`src/lsps_pkg.sv`:
```
package lsps_pkg;

  localparam logic [1:0] OP_TICK  = 2'd0;
  localparam logic [1:0] OP_MODE  = 2'd1;
  localparam logic [1:0] OP_PULSE = 2'd2;

  localparam logic [2:0] MODE_OFF        = 3'd0;
  localparam logic [2:0] MODE_CONNECTED  = 3'd1;
  localparam logic [2:0] MODE_CONNECTING = 3'd2;
  localparam logic [2:0] MODE_BOOT       = 3'd3;
  localparam logic [2:0] MODE_ERROR      = 3'd4;

  localparam int MS_W = 10;
  localparam logic [MS_W-1:0] PULSE_MS = 10'd60;

  typedef struct packed {
    logic [1:0] op;
    logic [2:0] mode_value;
  } in_item_t;

  typedef struct packed {
    logic       pin_level;
    logic [2:0] shown_mode;
  } out_item_t;

  // Codes above error all play the error pattern.
  function automatic logic [2:0] pattern_row(input logic [2:0] mode);
    pattern_row = (mode > MODE_ERROR) ? MODE_ERROR : mode;
  endfunction

  function automatic logic [2:0] seg_count(input logic [2:0] mode);
    case (pattern_row(mode))
      MODE_OFF:        seg_count = 3'd1;
      MODE_CONNECTED:  seg_count = 3'd1;
      MODE_CONNECTING: seg_count = 3'd2;
      MODE_BOOT:       seg_count = 3'd2;
      default:         seg_count = 3'd4;
    endcase
  endfunction

  function automatic logic [MS_W-1:0] seg_ms(input logic [2:0] mode, input logic [1:0] idx);
    seg_ms = '0;
    case (pattern_row(mode))
      MODE_OFF:        seg_ms = (idx == 2'd0) ? 10'd1000 : 10'd0;
      MODE_CONNECTED:  seg_ms = (idx == 2'd0) ? 10'd1000 : 10'd0;
      MODE_CONNECTING: seg_ms = (idx <= 2'd1) ? 10'd200 : 10'd0;
      MODE_BOOT:       seg_ms = (idx <= 2'd1) ? 10'd500 : 10'd0;
      default:         seg_ms = (idx == 2'd3) ? 10'd700 : 10'd150;
    endcase
  endfunction

  function automatic logic seg_lit(input logic [2:0] mode, input logic [1:0] idx);
    seg_lit = 1'b0;
    case (pattern_row(mode))
      MODE_OFF:        seg_lit = 1'b0;
      MODE_CONNECTED:  seg_lit = (idx == 2'd0);
      MODE_CONNECTING: seg_lit = (idx == 2'd0);
      MODE_BOOT:       seg_lit = (idx == 2'd0);
      default:         seg_lit = (idx == 2'd0) || (idx == 2'd2);
    endcase
  endfunction

endpackage

```
`src/lsps_seq.sv`:
```
module lsps_seq (
  input  logic                 clk,
  input  logic                 rst_n,
  input  logic                 step,
  input  lsps_pkg::in_item_t   item,
  input  logic                 active_low,
  output lsps_pkg::out_item_t  result
);

  logic [2:0]                requested_r, requested_nxt;
  logic [2:0]                latched_r, latched_nxt;
  logic                      pend_r, pend_nxt;
  logic                      in_pulse_r, in_pulse_nxt;
  logic [1:0]                seg_r, seg_nxt;
  logic [lsps_pkg::MS_W-1:0] rem_r, rem_nxt;
  logic                      led_r, led_nxt;
  logic                      end_seg;
  logic [2:0]                seg_next_cnt;

  always_comb begin
    requested_nxt = requested_r;
    latched_nxt   = latched_r;
    pend_nxt      = pend_r;
    in_pulse_nxt  = in_pulse_r;
    seg_nxt       = seg_r;
    rem_nxt       = rem_r;
    led_nxt       = led_r;
    end_seg       = 1'b0;
    seg_next_cnt  = {1'b0, seg_r} + 3'd1;

    case (item.op)
      lsps_pkg::OP_TICK: begin
        if (rem_r > lsps_pkg::MS_W'(1)) begin
          rem_nxt = rem_r - lsps_pkg::MS_W'(1);
        end else begin
          end_seg = 1'b1;
        end
      end
      lsps_pkg::OP_MODE: begin
        requested_nxt = item.mode_value;
        end_seg       = 1'b1;
      end
      lsps_pkg::OP_PULSE: begin
        pend_nxt = 1'b1;
        end_seg  = 1'b1;
      end
      default: ;
    endcase

    if (end_seg) begin
      if (in_pulse_r) begin
        if (seg_r == 2'd0) begin
          seg_nxt = 2'd1;
          rem_nxt = lsps_pkg::PULSE_MS;
          led_nxt = 1'b0;
        end else begin
          in_pulse_nxt = 1'b0;
          seg_nxt      = 2'd0;
          latched_nxt  = requested_nxt;
          rem_nxt      = lsps_pkg::seg_ms(requested_nxt, 2'd0);
          led_nxt      = lsps_pkg::seg_lit(requested_nxt, 2'd0);
        end
      end else if (seg_next_cnt >= lsps_pkg::seg_count(latched_r) ||
                   requested_nxt != latched_r) begin
        // Pattern start: a pending pulse goes first.
        seg_nxt = 2'd0;
        if (pend_nxt) begin
          pend_nxt     = 1'b0;
          in_pulse_nxt = 1'b1;
          rem_nxt      = lsps_pkg::PULSE_MS;
          led_nxt      = 1'b1;
        end else begin
          latched_nxt = requested_nxt;
          rem_nxt     = lsps_pkg::seg_ms(requested_nxt, 2'd0);
          led_nxt     = lsps_pkg::seg_lit(requested_nxt, 2'd0);
        end
      end else begin
        seg_nxt = seg_next_cnt[1:0];
        rem_nxt = lsps_pkg::seg_ms(latched_r, seg_next_cnt[1:0]);
        led_nxt = lsps_pkg::seg_lit(latched_r, seg_next_cnt[1:0]);
      end
    end
  end

  always_ff @(posedge clk) begin
    if (!rst_n) begin
      requested_r <= lsps_pkg::MODE_BOOT;
      latched_r   <= lsps_pkg::MODE_BOOT;
      pend_r      <= 1'b0;
      in_pulse_r  <= 1'b0;
      seg_r       <= 2'd0;
      rem_r       <= 10'd500;
      led_r       <= 1'b1;
    end else if (step) begin
      requested_r <= requested_nxt;
      latched_r   <= latched_nxt;
      pend_r      <= pend_nxt;
      in_pulse_r  <= in_pulse_nxt;
      seg_r       <= seg_nxt;
      rem_r       <= rem_nxt;
      led_r       <= led_nxt;
    end
  end

  assign result.pin_level  = led_nxt ^ active_low;
  assign result.shown_mode = latched_nxt;

endmodule

```
`src/led_status_pattern_sequencer_core.sv`:
```
// Status LED pattern sequencer.
// Input channel (in_valid/in_ready/in_data): one transaction per 1 ms tick,
// set-mode request or pulse request. Every accepted transaction yields
// exactly one result on the output channel (out_valid/out_ready/out_data)
// carrying the pin level and the mode of the pattern now playing.
// The result is registered in the output register, or in the skid register.
// Throughput: one transaction per cycle while in_ready is high; the segment
// counter and pattern table update in a single pass, then the result lands
// in the output stage, which holds two results (output register plus skid
// register), so one more transaction is accepted while a result waits;
// in_ready drops only when both are full.
// Configuration: cfg_valid/cfg_data writes the active-low polarity bit;
// cfg_ready is always high. Write it only while the block is idle.
// Reset (rst_n low, synchronous): boot pattern at its first lit 500 ms
// segment, no pulse pending, polarity active high, output stage empty.
module led_status_pattern_sequencer_core (
  input  logic                clk,
  input  logic                rst_n,
  input  logic                in_valid,
  output logic                in_ready,
  input  lsps_pkg::in_item_t  in_data,
  output logic                out_valid,
  input  logic                out_ready,
  output lsps_pkg::out_item_t out_data,
  input  logic                cfg_valid,
  output logic                cfg_ready,
  input  logic                cfg_data
);

  logic                active_low_r;
  logic                out_valid_r;
  logic                skid_valid_r;
  lsps_pkg::out_item_t out_data_r;
  lsps_pkg::out_item_t skid_data_r;
  lsps_pkg::out_item_t result;
  logic                push;
  logic                pop;

  assign cfg_ready = 1'b1;
  assign in_ready  = !skid_valid_r;
  assign push      = in_valid && in_ready;
  assign pop       = out_valid_r && out_ready;
  assign out_valid = out_valid_r;
  assign out_data  = out_data_r;

  lsps_seq u_seq (
    .clk        (clk),
    .rst_n      (rst_n),
    .step       (push),
    .item       (in_data),
    .active_low (active_low_r),
    .result     (result)
  );

  always_ff @(posedge clk) begin
    if (!rst_n) begin
      active_low_r <= 1'b0;
    end else if (cfg_valid && cfg_ready) begin
      active_low_r <= cfg_data;
    end
  end

  always_ff @(posedge clk) begin
    if (!rst_n) begin
      out_valid_r  <= 1'b0;
      skid_valid_r <= 1'b0;
    end else if (pop) begin
      if (skid_valid_r) begin
        // advance skid into the output register
        out_data_r   <= skid_data_r;
        skid_valid_r <= push;
        if (push) begin
          skid_data_r <= result;
        end
      end else begin
        out_valid_r <= push;
        if (push) begin
          out_data_r <= result;
        end
      end
    end else if (push) begin
      if (!out_valid_r) begin
        out_valid_r <= 1'b1;
        out_data_r  <= result;
      end else begin
        skid_valid_r <= 1'b1;
        skid_data_r  <= result;
      end
    end
  end

  a_skid_behind_out: assert property (@(posedge clk) disable iff (!rst_n)
    skid_valid_r |-> out_valid_r)
    else $error("skid holds a result while output register is empty");

  a_accept_shows: assert property (@(posedge clk) disable iff (!rst_n)
    push |=> out_valid_r)
    else $error("accepted transaction produced no result");

  a_skid_kept: assert property (@(posedge clk) disable iff (!rst_n)
    (skid_valid_r && !out_ready) |=> skid_valid_r)
    else $error("stalled result dropped from skid");

endmodule

```
`config.mk`:
```
export PLATFORM = sky130hd
export DESIGN_NAME = led_status_pattern_sequencer_core
export DESIGN_NICKNAME = d
export VERILOG_FILES = /design/src/lsps_pkg.sv /design/src/lsps_seq.sv /design/src/led_status_pattern_sequencer_core.sv
export SDC_FILE = /design/constraint.sdc
export NUM_CORES = 1
export LEC_CHECK = 0
export ABC_AREA = 1
export BUFFER_PORTS_ARGS = -buffer_cell sky130_fd_sc_hd__buf_2
export CAP_MARGIN = 25
export CORE_UTILIZATION = 40
export CTS_CLUSTER_DIAMETER = 60
export CTS_CLUSTER_SIZE = 10
export DETAILED_ROUTE_END_ITERATION = 10
export MAX_ROUTING_LAYER = met4
export SLEW_MARGIN = 40
export SYNTH_ARGS = -nofsm -noshare
export SYNTH_HDL_FRONTEND = slang
export SYNTH_SLANG_ARGS = --single-unit
```
`constraint.sdc`:
```
create_clock -name clk -period 2.7 [get_ports clk]
set_input_delay 0.27 -clock clk [delete_from_list [all_inputs] [get_ports clk]]
set_output_delay 0.27 -clock clk [all_outputs]
set_load 0.05 [all_outputs]
```
==> flow_metrics.env, run 1 <==
export IMPL_status="complete, no violations"
export IMPL_cp_end_kind="register"
export IMPL_post_drt_wl_per_cell_um=13.2
export IMPL_ant_nets=0
export IMPL_cts_sinks=32
export IMPL_grt_pass1_vias=2039
export IMPL_drc=0
export IMPL_synth_edff_count=8
export IMPL_syn_to_final_growth_pct=11.4
export IMPL_syn_area_mm2=0.00234
export IMPL_skew_ns=0.00427
export IMPL_worstPathArrival_ns=2.43
export IMPL_worst_pin_slew_ns=0.628
export IMPL_fp_dieW_um=78.5
export IMPL_period_share=0.880
export IMPL_hold_path_class="input port to register"
export IMPL_clock_latency_ns=0.29
export IMPL_timing_setup_tns_ns=0
export IMPL_vias=2269
export IMPL_fin_cells=436
export IMPL_nNetsFinal=388
export IMPL_vias_per_cell=5.20
export IMPL_port_buffers=16
export IMPL_yosys_top_cells_area="dfxtp_1 (21%), nand2_1 (12%), edfxtp_1 (10%), a21oi_1 (7.5%), ha_1 (7.5%)"
export IMPL_initial_core_util=0.420
export IMPL_final_util=0.468
export IMPL_yosysTopAreaCellShare=0.205
export IMPL_antenna_found_initial=0
export IMPL_grt_first_pass_wirelength_um=9680
export IMPL_crit_path_start_kind="register"
export IMPL_synth_most_common_cell="nand2_1"
export IMPL_cts_tree="done"
export IMPL_syn_nets=368
export IMPL_yosysWarnings=0
export IMPL_dieArea_mm2=0.00617
export IMPL_design_core_area_mm2=0.00557
export IMPL_fin_hold_ws_ns=0.203
export IMPL_postCtsHoldBufs=0
export IMPL_synth_common_cells="nand2_1 (76), inv_1 (46), a21oi_1 (35)"
export IMPL_crit_fanout=10
export IMPL_period_minus_slack_ns=2.38
export IMPL_hold_viol=0
export IMPL_leakagePower_nw=1.24
export IMPL_drive_gt1_frac=0.151
export IMPL_h_tree_depth=2
export IMPL_worstPathRequired_ns=2.75
export IMPL_total_power_mw=1.49
export IMPL_rsz0062_at_grt="no"
export IMPL_setup_slack_ns=0.324
export IMPL_post_cts_resized=0
export IMPL_clock_path_buffers=2
export IMPL_dpl_cell_area_mm2=0.00250
export IMPL_relSlewSlack=0.579
export IMPL_grt_overflow_total=0
export IMPL_ios=18
export IMPL_num_rows=27
export IMPL_place_gp_congestion=0.898
export IMPL_fp_dieH_um=78.5
export IMPL_post_cts_buffers=0
export IMPL_synth_cell_types=43
export IMPL_grt_usage=0.209
export IMPL_n_antenna_cell=0
export IMPL_routed_wl_um=5740
export IMPL_place_ws_ns=0.339
export IMPL_grt_max_degree=20
export IMPL_drt_pass1_iter_count=4
export IMPL_clk_pin_slew_ns=0.07
export IMPL_cts_made_buffers=5
export IMPL_yosys_area_top_type="dfxtp_1"
export IMPL_cts_root_buf="clkbuf_8"
export IMPL_setup_violations=0
export IMPL_p_per_area_mw_per_mm2=571
export IMPL_drt_initial_drc_count=104
export IMPL_seq_area_frac_synth=0.308
export IMPL_dpl_hpwl_um=4340
export IMPL_placed_cells_incl_taps=428
export IMPL_async_reset_ff_frac=0
export IMPL_fin_area_mm2=0.00261
export IMPL_synthCells=343
export IMPL_ys_ff_latch=32
export IMPL_avgSynthCellArea_um2=6.83
export IMPL_ir_drop_v=0.000228
export IMPL_maxCapViolCount=0
export IMPL_fmax_mhz=421
export IMPL_synth_ff_type="dfxtp_1"
export IMPL_path_class="register to register"
export IMPL_slew_violations=0
==> registers in the layout (all words and copies together), names as in the netlist <==
| register | cells |
|---|---|
| u_seq.rem_r | 10 |
| u_seq.in_pulse_r | 1 |
| out_valid | 1 |
| u_seq.led_r | 1 |
| skid_data_r | 4 |
| u_seq.pend_r | 1 |
| skid_valid_r | 1 |
| out_data | 4 |
| u_seq.requested_r | 3 |
| u_seq.latched_r | 3 |
| active_low_r | 1 |
| u_seq.seg_r | 2 |
==> critical path, cell delays in order, from the launching register on <==
cell and delay, ns:
dfxtp_1 0.42, inv_1 0.10, ha_1 0.35, ha_1 0.29
nand2_1 0.05, a21oi_1 0.22, nor2_4 0.07, nand2_4 0.13
nand2_1 0.07, nand3_1 0.08, nand2_1 0.08, nand2_1 0.09
nand2_1 0.06, and2_1 0.13
==> cell families after synthesis <==
kind of cell             share of synthesized area
XOR/XNOR                                    0.0112
AO/OA/AOI/OAI                                0.199
multiplexers                               0.00854
AND/OR/NAND/NOR                              0.300
flip-flops                                   0.308
other                                      0.00160
adder cells (fa/ha/maj)                     0.0747
buffers and inverters                       0.0982
==> where the power goes <==
group / switching [mW] / internal [mW]
registers: 0.0356 / 0.534
clock network: 0.194 / 0.269
logic: 0.305 / 0.153
==> layer usage <==
layer | wire length (um) | up-vias | global-route usage
met5 | 0 | - | -
li1 | - | 1166 | -
met4 | 105 | 0 | 0.0889
met1 | 2730 | 1031 | 0.262
met2 | 2640 | 62 | 0.328
met3 | 273 | 10 | 0.0395
==> cells in the final DEF (no fill, tap or decap), types with 3 or more instances in the layout <==
cell type and n:
nor3_1 5, nand2_1 76, a21oi_1 35, inv_1 46, nor2_2 3, buf_2 16
a21oi_2 3, clkbuf_8 5, clkinv_1 3, ha_1 14, dfxtp_1 24, buf_4 4
nand2_2 9, o21ai_1 6, xor2_1 3, inv_2 4, nand3_1 26, o21ai_0 22
nor2_1 21, edfxtp_1 8
==> final timing paths <==
check	from	endpoint	slack, ns	depth (start not counted)
worst min-delay path	cfg_data	active_low_r$_SDFFE_PN0P_	0.20	3
worst min register to register	u_seq.pend_r$_SDFFE_PN0P_	u_seq.pend_r$_SDFFE_PN0P_	0.47	2
worst max-delay path	u_seq.seg_r[0]$_SDFFE_PN0P_	skid_data_r[3]$_DFFE_PP_	0.32	13
worst max register to register	u_seq.seg_r[0]$_SDFFE_PN0P_	skid_data_r[3]$_DFFE_PP_	0.32	13
==> cell type report <==
| cell class | instances | area, um^2 |
|---|---|---|
| clock buffers | 5 | 68.8 |
| clock inverters | 3 | 37.5 |
| fillers | 585 | 2960 |
| well taps | 72 | 90.1 |
| multi-input cells | 253 | 1390 |
| inverters | 51 | 191 |
| flip-flops and latches | 32 | 721 |
| repair buffers | 20 | 110 |
Note: power is estimated with default switching activity, not from simulation.
==> run 2, diff against run 1 <==
Settings changed: CORE_ASPECT_RATIO from default to 1.75.
==> run 2 against run 1 <==
Net effect:
- final cell count grew 0.46%
- clock skew shrank 0.00080 ns
- worst hold slack gained 0.019 ns
- first-iteration DRC count shrank 28%
- die area grew 0.20%
- setup slack gained 0.0045 ns
- sequential cell count is the same
- sequential power grew 0.7%
- fmax grew 0.19%
- via count grew 1.8%
- count of clock-buffer cells in the layout grew 1
- critical endpoint unchanged
- register-to-register slack is essentially flat
==> flow_metrics.env, run 2 (synthesized netlist as in run 1, its figures left out) <==
export IMPL_dieArea_mm2=0.00618
export IMPL_startpoint="u_seq.latched_r[2]$_SDFFE_PN0P_"
export IMPL_clk_pin_slew_ns=0.07
export IMPL_fp_dieW_um=59.9
export IMPL_design_core_area_mm2=0.00559
export IMPL_hold_viol=0
export IMPL_period_share=0.878
export IMPL_fmax_mhz=422
export IMPL_h_tree_depth=2
export IMPL_post_drt_wl_per_cell_um=14.1
export IMPL_crit_fanout=10
export IMPL_ant_nets=0
export IMPL_fp_dieH_um=103
export IMPL_drc=0
export IMPL_hold_path_class="input port to register"
export IMPL_nFillCells=624
export IMPL_maxCapViolCount=0
export IMPL_num_rows=36
export IMPL_cp_end_kind="register"
export IMPL_status="complete, no violations"
export IMPL_cp_slowest_cell="dfxtp_1"
export IMPL_skew_ns=0.00348
export IMPL_ir_drop_v=0.000271
export IMPL_r2r_worst_path_cells=16
export IMPL_worstPathArrival_ns=2.42
export IMPL_setup_violations=0
export IMPL_grt_first_pass_wirelength_um=9930
export IMPL_antenna_found_initial=0
export IMPL_clock_path_buffers=2
export IMPL_grt_usage=0.225
export IMPL_drt_pass1_iter_count=4
export IMPL_cts_sinks=32
export IMPL_crit_path_start_kind="register"
export IMPL_max_stage_delay_ns=0.48
export IMPL_p_per_area_mw_per_mm2=571
export IMPL_leakagePower_nw=1.23
export IMPL_drt_initial_drc_count=75
export IMPL_timing_setup_tns_ns=0
export IMPL_regMostFlops="u_seq.rem_r"
export IMPL_postCtsHoldBufs=0
export IMPL_dpl_cell_area_mm2=0.00249
export IMPL_layout_common_cells="nand2_1 (76), inv_1 (46), a21oi_1 (35)"
export IMPL_grt_max_degree=20
export IMPL_r2r_setup_slack_ns=0.33
export IMPL_n_antenna_cell=0
export IMPL_routed_wl_um=6180
export IMPL_rr_startpoint="u_seq.latched_r[2]$_SDFFE_PN0P_"
export IMPL_post_cts_resized=0
export IMPL_fin_area_mm2=0.00260
export IMPL_initial_core_util=0.420
export IMPL_vias_per_cell=5.27
export IMPL_port_buffers=16
export IMPL_drive_gt1_frac=0.149
export IMPL_worstPathRequired_ns=2.75
export IMPL_dpl_hpwl_um=4780
export IMPL_r2r_end="skid_data_r[3]$_DFFE_PP_"
export IMPL_grt_pass1_vias=2250
export IMPL_relSlewSlack=0.593
export IMPL_path_class="register to register"
export IMPL_rsz0062_at_grt="no"
export IMPL_path_cells="inv_2 > nand2_1 > inv_1 > ha_1 > inv_1 > nand2_1 > nand2_1 > a21oi_1 > nor2_4 > nand2_4 > nand2_1 > nand3_1 > nand2_1 > nand2_1 > nand2_1 > and2_1"
export IMPL_worst_pin_slew_ns=0.607
export IMPL_slew_violations=0
export IMPL_cts_root_buf="clkbuf_8"
export IMPL_grt_overflow_total=0
export IMPL_final_common_cell="nand2_1"
export IMPL_crit_end="skid_data_r[3]$_DFFE_PP_"
export IMPL_nNetsFinal=386
export IMPL_vias=2310
export IMPL_ios=18
export IMPL_crit_top_cell="nand2_1"
export IMPL_post_cts_buffers=0
export IMPL_cts_tree="done"
export IMPL_period_minus_slack_ns=2.37
export IMPL_largest_reg_flops=10
export IMPL_syn_to_final_growth_pct=11.1
export IMPL_cts_made_buffers=5
export IMPL_clock_latency_ns=0.28
export IMPL_place_gp_congestion=0.969
[run 2: changes by cell type in the layout (fill, tap and decap cells not counted), sizes merged]
cell,before,now
clkinv,3,2
clkbuf,5,6
buf,20,18
[run 2: per-layer routing]
| layer | part of all wire | wire length [um] | global-route usage | vias up |
|---|---|---|---|---|
| met4 | 0.059 | 362 | 0.157 | 0 |
| met3 | 0.045 | 280 | 0.0473 | 29 |
| met2 | 0.53 | 3250 | 0.407 | 71 |
| met1 | 0.37 | 2280 | 0.201 | 1051 |
| li1 | - | - | - | 1159 |
| met5 | 0 | 0 | - | - |
[run 2: area by class of cell]
cell class / count / area [um^2] / share of cell area
Clock inverter: 2 / 35.0 / 0.0135
Multi-Input combinational cell: 253 / 1390 / 0.535
Sequential cell: 32 / 721 / 0.277
Tap cell: 76 / 95.1 / 0.0365
Timing Repair Buffer: 18 / 95.1 / 0.0365
Inverter: 51 / 191 / 0.0736
Clock buffer: 6 / 72.6 / 0.0279
[run 2: metrics by stage]
step	instances	setup slack (ns)	power (mW)	hold WS, ns	utilization
after global placement	430	0.423	1.03	0.457	0.447
final	438	0.328	1.49	0.221	0.466
after CTS	438	0.372	1.49	0.221	0.466
after detailed placement	430	0.384	1.04	0.458	0.447
after floorplan	343	0.553	0.927	0.339	-
after global routing	438	0.177	1.58	0.231	0.466
[run 2: critical path, delay by kind of cell, from the launching register on]
kind / cells / cell delay [ns]
fa+ha+maj: 1 / 0.27
flops: 1 / 0.48
simple gates: 11 / 0.91
buf+inv: 3 / 0.25
compound gates: 1 / 0.22
[run 2: power by group]
part,internal (mW),total (mW),switching (mW)
Clock,0.274,0.451,0.178
Sequential,0.534,0.573,0.0392
Combinational,0.149,0.460,0.311
[run 2: worst min path at each step]
stage                               from                          end  slack (ns)  cells after the start
2_1_floorplan                      rst_n  u_seq.rem_r[2]$_SDFFE_PN1P_        0.34                      1
6_report                        cfg_data    active_low_r$_SDFFE_PN0P_        0.22                      3
5_1_grt                         cfg_data    active_low_r$_SDFFE_PN0P_        0.23                      3
3_3_place_gp   u_seq.pend_r$_SDFFE_PN0P_    u_seq.pend_r$_SDFFE_PN0P_        0.46                      2
4_1_cts                         cfg_data    active_low_r$_SDFFE_PN0P_        0.22                      3
3_5_place_dp   u_seq.pend_r$_SDFFE_PN0P_    u_seq.pend_r$_SDFFE_PN0P_        0.46                      2
